[src/sv/melt_fraction_from_curves_defines.svh]
// assertion macros for the melt fraction block
// used by mff_dp; no other dependencies
`ifndef MELT_FRACTION_FROM_CURVES_DEFINES_SVH
`define MELT_FRACTION_FROM_CURVES_DEFINES_SVH
`ifndef SYNTHESIS
`define MFF_ASSERT_IMP(name, clk, rst, pre, post) \
  name: assert property (@(posedge clk) disable iff (rst) (pre) |-> (post)) \
    else $error("mff assertion failed");
`define MFF_ASSERT_NEXT(name, clk, rst, pre, post) \
  name: assert property (@(posedge clk) disable iff (rst) (pre) |=> (post)) \
    else $error("mff assertion failed");
`else
`define MFF_ASSERT_IMP(name, clk, rst, pre, post)
`define MFF_ASSERT_NEXT(name, clk, rst, pre, post)
`endif
`endif

[src/sv/mff_pkg.sv]
// types, codes and constants shared by the melt fraction block
// no dependencies
`default_nettype none
package mff_pkg;

  localparam int FRAC_BITS = 16;
  localparam logic [16:0] FRAC_ONE = 17'd65536;
  localparam int DIV_NW = 72;
  localparam int DIV_DW = 40;

  localparam logic [1:0] FN_CLEAR   = 2'd0;
  localparam logic [1:0] FN_APP_SOL = 2'd1;
  localparam logic [1:0] FN_APP_LIQ = 2'd2;
  localparam logic [1:0] FN_QUERY   = 2'd3;

  localparam logic [1:0] ST_OK    = 2'd0;
  localparam logic [1:0] ST_FULL  = 2'd1;
  localparam logic [1:0] ST_EMPTY = 2'd2;

  localparam logic REG_SOL_RAD = 1'b0;
  localparam logic REG_LIQ_RAD = 1'b1;

  localparam logic [4:0] OP_NONE       = 5'd0;
  localparam logic [4:0] OP_LOAD       = 5'd1;
  localparam logic [4:0] OP_EXEC       = 5'd2;
  localparam logic [4:0] OP_SRCH_INIT  = 5'd3;
  localparam logic [4:0] OP_TAKE_ONE   = 5'd4;
  localparam logic [4:0] OP_STEP       = 5'd5;
  localparam logic [4:0] OP_LATCH_HI   = 5'd6;
  localparam logic [4:0] OP_LATCH_LO   = 5'd7;
  localparam logic [4:0] OP_TAKE_T0    = 5'd8;
  localparam logic [4:0] OP_MUL_LO     = 5'd9;
  localparam logic [4:0] OP_MUL_HI     = 5'd10;
  localparam logic [4:0] OP_DIV_INT    = 5'd11;
  localparam logic [4:0] OP_INT_FIN    = 5'd12;
  localparam logic [4:0] OP_NEXT_CURVE = 5'd13;
  localparam logic [4:0] OP_MUL_DEP    = 5'd14;
  localparam logic [4:0] OP_ADD_DEP    = 5'd15;
  localparam logic [4:0] OP_W_C        = 5'd16;
  localparam logic [4:0] OP_W_MC       = 5'd17;
  localparam logic [4:0] OP_W_H        = 5'd18;
  localparam logic [4:0] OP_W_MH       = 5'd19;
  localparam logic [4:0] OP_W_D        = 5'd20;
  localparam logic [4:0] OP_TEMPS      = 5'd21;
  localparam logic [4:0] OP_FR_SEL     = 5'd22;
  localparam logic [4:0] OP_MUL_FR     = 5'd23;
  localparam logic [4:0] OP_DIV_FR     = 5'd24;
  localparam logic [4:0] OP_FR_FIN     = 5'd25;
  localparam logic [4:0] OP_PUSH       = 5'd26;

  typedef struct packed {
    logic [1:0]  func;
    logic [31:0] temperature;
    logic [39:0] pressure;
    logic [23:0] radius;
    logic [15:0] water_fraction;
    logic [16:0] depletion;
  } item_t;

  typedef struct packed {
    logic [16:0]        melt_frac;
    logic signed [31:0] solidus_temp;
    logic signed [31:0] liquidus_temp;
    logic [1:0]         status;
  } result_t;

  typedef struct packed {
    logic [4:0] op;
  } dp_cmd_t;

  typedef struct packed {
    logic go_query;
    logic n_le1;
    logic hit;
    logic span_zero;
    logic curve;
    logic div_busy;
    logic frac_mid;
    logic can_push;
  } dp_stat_t;

endpackage
`default_nettype wire

[src/sv/mff_ctrl.sv]
// sequencing state machine: segment search, interpolation and melt fraction steps
// depends on mff_pkg; drives mff_dp by command
`default_nettype none
module mff_ctrl import mff_pkg::*; (
  input  wire logic     clk,
  input  wire logic     rst,
  input  wire logic     item_valid,
  output logic          item_stall,
  input  wire dp_stat_t stat,
  output dp_cmd_t       cmd
);

  localparam logic [4:0] S_IDLE   = 5'd0;
  localparam logic [4:0] S_DECODE = 5'd1;
  localparam logic [4:0] S_SINIT  = 5'd2;
  localparam logic [4:0] S_RDWAIT = 5'd3;
  localparam logic [4:0] S_CMP    = 5'd4;
  localparam logic [4:0] S_LOWAIT = 5'd5;
  localparam logic [4:0] S_LO     = 5'd6;
  localparam logic [4:0] S_CHK    = 5'd7;
  localparam logic [4:0] S_MHI    = 5'd8;
  localparam logic [4:0] S_DIVI   = 5'd9;
  localparam logic [4:0] S_WAITI  = 5'd10;
  localparam logic [4:0] S_NEXT   = 5'd11;
  localparam logic [4:0] S_DEP1   = 5'd12;
  localparam logic [4:0] S_DEP2   = 5'd13;
  localparam logic [4:0] S_WC     = 5'd14;
  localparam logic [4:0] S_WMC    = 5'd15;
  localparam logic [4:0] S_WH     = 5'd16;
  localparam logic [4:0] S_WMH    = 5'd17;
  localparam logic [4:0] S_WD     = 5'd18;
  localparam logic [4:0] S_TEMPS  = 5'd19;
  localparam logic [4:0] S_FSEL   = 5'd20;
  localparam logic [4:0] S_MFR    = 5'd21;
  localparam logic [4:0] S_DIVF   = 5'd22;
  localparam logic [4:0] S_WAITF  = 5'd23;
  localparam logic [4:0] S_PUSH   = 5'd24;

  logic [4:0] state, state_next;

  assign item_stall = (state != S_IDLE);

  always_comb begin
    state_next = state;
    cmd.op     = OP_NONE;
    unique case (state)
      S_IDLE: begin
        if (item_valid) begin
          cmd.op     = OP_LOAD;
          state_next = S_DECODE;
        end
      end
      S_DECODE: begin
        cmd.op     = OP_EXEC;
        state_next = stat.go_query ? S_SINIT : S_PUSH;
      end
      S_SINIT: begin
        cmd.op     = OP_SRCH_INIT;
        state_next = S_RDWAIT;
      end
      S_RDWAIT: state_next = S_CMP;
      S_CMP: begin
        if (stat.n_le1) begin
          cmd.op     = OP_TAKE_ONE;
          state_next = S_NEXT;
        end else if (stat.hit) begin
          cmd.op     = OP_LATCH_HI;
          state_next = S_LOWAIT;
        end else begin
          cmd.op     = OP_STEP;
          state_next = S_RDWAIT;
        end
      end
      S_LOWAIT: state_next = S_LO;
      S_LO: begin
        cmd.op     = OP_LATCH_LO;
        state_next = S_CHK;
      end
      S_CHK: begin
        if (stat.span_zero) begin
          cmd.op     = OP_TAKE_T0;
          state_next = S_NEXT;
        end else begin
          cmd.op     = OP_MUL_LO;
          state_next = S_MHI;
        end
      end
      S_MHI: begin
        cmd.op     = OP_MUL_HI;
        state_next = S_DIVI;
      end
      S_DIVI: begin
        cmd.op     = OP_DIV_INT;
        state_next = S_WAITI;
      end
      S_WAITI: begin
        if (!stat.div_busy) begin
          cmd.op     = OP_INT_FIN;
          state_next = S_NEXT;
        end
      end
      S_NEXT: begin
        cmd.op     = OP_NEXT_CURVE;
        state_next = stat.curve ? S_DEP1 : S_SINIT;
      end
      S_DEP1: begin
        cmd.op     = OP_MUL_DEP;
        state_next = S_DEP2;
      end
      S_DEP2: begin
        cmd.op     = OP_ADD_DEP;
        state_next = S_WC;
      end
      S_WC: begin
        cmd.op     = OP_W_C;
        state_next = S_WMC;
      end
      S_WMC: begin
        cmd.op     = OP_W_MC;
        state_next = S_WH;
      end
      S_WH: begin
        cmd.op     = OP_W_H;
        state_next = S_WMH;
      end
      S_WMH: begin
        cmd.op     = OP_W_MH;
        state_next = S_WD;
      end
      S_WD: begin
        cmd.op     = OP_W_D;
        state_next = S_TEMPS;
      end
      S_TEMPS: begin
        cmd.op     = OP_TEMPS;
        state_next = S_FSEL;
      end
      S_FSEL: begin
        cmd.op     = OP_FR_SEL;
        state_next = stat.frac_mid ? S_MFR : S_PUSH;
      end
      S_MFR: begin
        cmd.op     = OP_MUL_FR;
        state_next = S_DIVF;
      end
      S_DIVF: begin
        cmd.op     = OP_DIV_FR;
        state_next = S_WAITF;
      end
      S_WAITF: begin
        if (!stat.div_busy) begin
          cmd.op     = OP_FR_FIN;
          state_next = S_PUSH;
        end
      end
      S_PUSH: begin
        cmd.op = OP_PUSH;
        if (stat.can_push) begin
          state_next = S_IDLE;
        end
      end
      default: state_next = S_IDLE;
    endcase
  end

  always_ff @(posedge clk) begin
    if (rst) begin
      state <= S_IDLE;
    end else begin
      state <= state_next;
    end
  end

endmodule
`default_nettype wire

[config.mk]
export PLATFORM = sky130hd
export DESIGN_NAME = mff_ctrl
export DESIGN_NICKNAME = d
export VERILOG_FILES = /design/src/sv/melt_fraction_from_curves_defines.svh /design/src/sv/mff_pkg.sv /design/src/sv/mff_ctrl.sv
export SDC_FILE = /design/constraint.sdc
export NUM_CORES = 1
export LEC_CHECK = 0
export BUFFER_PORTS_ARGS = -buffer_cell sky130_fd_sc_hd__buf_2
export CORE_MARGIN = 2
export CORE_UTILIZATION = 30
export DETAILED_ROUTE_END_ITERATION = 16
export PLACE_DENSITY = 0.46
export SETUP_SLACK_MARGIN = 0.5
export SLEW_MARGIN = 40
export SYNTH_ARGS = -nofsm -noshare
export SYNTH_HDL_FRONTEND = slang
export SYNTH_SLANG_ARGS = --single-unit
[constraint.sdc]
create_clock -name clk -period 3.02 [get_ports clk]
set_input_delay 0.604 -clock clk [delete_from_list [all_inputs] [get_ports clk]]
set_output_delay 0.604 -clock clk [all_outputs]
set_load 0.05 [all_outputs]
==> results.yml <==
placed_design:
  place_inst: 175
  dp_slack_ns: 0.812
  port-buffer-count: 16
  dp_hpwl_um: 1800
  gp_congestion: 0.822
yosys:
  yosysTopAreaCellShare: 0.108
  synth_edf_count: 0
  muxShareOfSynthArea: 0.0108
  avgSynthCellArea_sq_um: 6.85
  synth.most_common_cell: "nand2_1"
  synthFlopType: "dfxtp_1"
  synth_compound_area_frac: 0.391
  synth_area_sq_um: 925
  yosys.area_share.simple: 0.326
  synth_fa_ha_area_frac: 0
  ys_top_cells_by_count: "nand2_1, a21oi_1, o21ai_0, o21ai_1"
  synth_top_area_cell: "dfxtp_1"
  synth_top_family_by_area: "compound AO/OA/AOI/OAI gates"
  ys_types: 51
  synth-seq-cells: 5
  yosys_warnings: 0
  ys_seq_area_frac: 0.108
  syn_nets: 146
  ys_async_sr_fraction: 0
  syn_inst: 135
  ys_top_cells_by_area: "dfxtp_1, a21oi_1, nand2_1"
  synth_xor_xnor_area_share: 0.00947
sta:
  finalSetupViolCount: 0
  period_needed_ns: 2.31
  post-route-period-util: 0.764
  relSlewSlack: 0.778
  finalWorstSetupSlack_ns: 0.712
  drv_slew: 0
  fin_skew_ns: 0.000914
  finalSetupTns_ns: 0
  finalHoldViolations: 0
  tightest_slew_ns: 0.332
  max_clock_freq_ghz: 0.433
  grt_setup_unrepaired: "no"
global_route:
  grt-ovfl-total: 0
  grt_antenna_before_repair: 0
  grt_max_degree: 30
  grt_first_pass_wirelength_um: 4240
  grt_use_total: 0.151
  grt_pass1_vias: 858
setup_path:
  worstSetupPathType: "reg2out"
  crit_path_start_kind: "flop"
  arrival_ns: 1.70
  endpoint_kind: "output port"
  critPathMaxFanout: 18
  cp_data_required_time_ns: 2.42
detailed_routing:
  wl_met1_um: 1250
  first_iter_violations: 65
  viasPerCell: 5.73
  met3WireLength_um: 120
  ant_nets: 0
  via_count: 1026
  wl_per_cell_um: 14.4
  top_layer: "met4"
  drc: 0
  routed_wl_um: 2570
  dr.pass1.iters: 4
  wl_met2_um: 1180
layout:
  instances_no_fill: 179
  largest_register_ff_count: 5
  top_register: "state"
  drive_gt1_frac: 0.267
  top_regs: "state: 5 flops"
  diodes: 0
  nNetsFinal: 158
  syn2layout_area_growth_pct: 8.66
cts:
  cts-root-buf: "clkbuf_4"
  clkLatencyLatePin_ns: 0.24
  cts_tree: "done"
  clock_path_buffers: 2
  clock_sinks: 5
  cts_buffers: 3
  h-tree-depth: 1
  cts-hold-fix-buffers: 0
  clkSlewWorstSetupHoldPaths_ns: 0.04
job:
  maxCapViolations: 0
floorplan:
  die_height_um: 59.5
  core_sq_um: 3000
  die_w_um: 59.5
  io_pins: 17
  rows: 20
  start_util: 0.308
  die-area_sq_um: 3540
pwr:
  p_leak_uw: 0.000396
  power_density_nw_per_um2: 1090
  peakVddDrop_mv: 0.261
outcome:
  outcome: "finished, final reports clean"
worst_hold_path:
  hold_class: "in2reg"
where the power goes:
group / total [uW] / leakage (uW) / internal [uW] / switching (uW)
logic: 862 / 0.000340 / 293 / 569
clock network: 78.0 / 0.0000150 / 50.0 / 28.1
registers: 158 / 0.0000416 / 92.3 / 65.7
cell type report:
class	count	area, sq um
inverters	6	22.5
flip-flops and latches	5	103
well taps	33	41.3
multi-input cells	109	687
repair buffers	22	125
fillers	335	2000
clock buffers	4	26.3
metrics by stage:
step | cell area [sq um] | util | total power, uW | hold WS (ns)
2_1_floorplan | 930 | - | 893 | 0.662
3_3_place_gp | 976 | 0.325 | 1020 | 0.754
3_5_place_dp | 976 | 0.325 | 1010 | 0.741
4_1_cts | 1000 | 0.334 | 1100 | 0.614
5_1_grt | 1000 | 0.335 | 1190 | 0.627
6_report | 1000 | 0.335 | 1100 | 0.618
cell families (layout without fill, tap and decap cells):
logic type,after synthesis,count (layout)
buffers and inverters,21,32
multiplexers,1,1
flip-flops,5,5
AND/OR/NAND/NOR,53,53
XOR/XNOR,1,1
AO/OA/AOI/OAI,54,54
path summary, 6_finish.rpt:
path / slack (ns) / startpoint / end / cells after the start
worst min register to register: 0.74 / state[4]$_SDFFE_PP0P_ / state[4]$_SDFFE_PP0P_ / 3
worst max register to register: 1.19 / state[3]$_SDFFE_PP0P_ / state[4]$_SDFFE_PP0P_ / 6
worst max-delay path: 0.71 / state[2]$_SDFFE_PP0P_ / cmd[0] / 6
worst min-delay path: 0.62 / rst / state[4]$_SDFFE_PP0P_ / 2
routing by layer:
layer	vias to the layer above	track usage
li1	519	-
met1	469	0.235
met2	36	0.223
met3	2	0.0131
met4	0	0.0349
met5	-	0
cells in the final DEF, fill, tap and decap left out, types with 4 or more instances in the layout:
master and instances:
nor3_1 5, nand2_1 14, buf_2 16, a31oi_1 6, nand3b_1 4, o21ai_0 9
nor2_1 6, inv_1 5, a21oi_1 11, o21ai_1 9, buf_4 6
repair_timing:
action                     CTS  global route
buffers inserted             0             0
setup endpoints to repair    0             3
resized for setup            0             2
hold endpoints to repair     0             0
critical path: stages, from the launching register on:
cell and delay (ns):
dfxtp_2 0.47, buf_4 0.27, a21oi_1 0.09, nor3_1 0.16
a31oi_1 0.06, o21ai_1 0.13, buf_2 0.27
No activity file was read; power rests on OpenSTA's default activity.
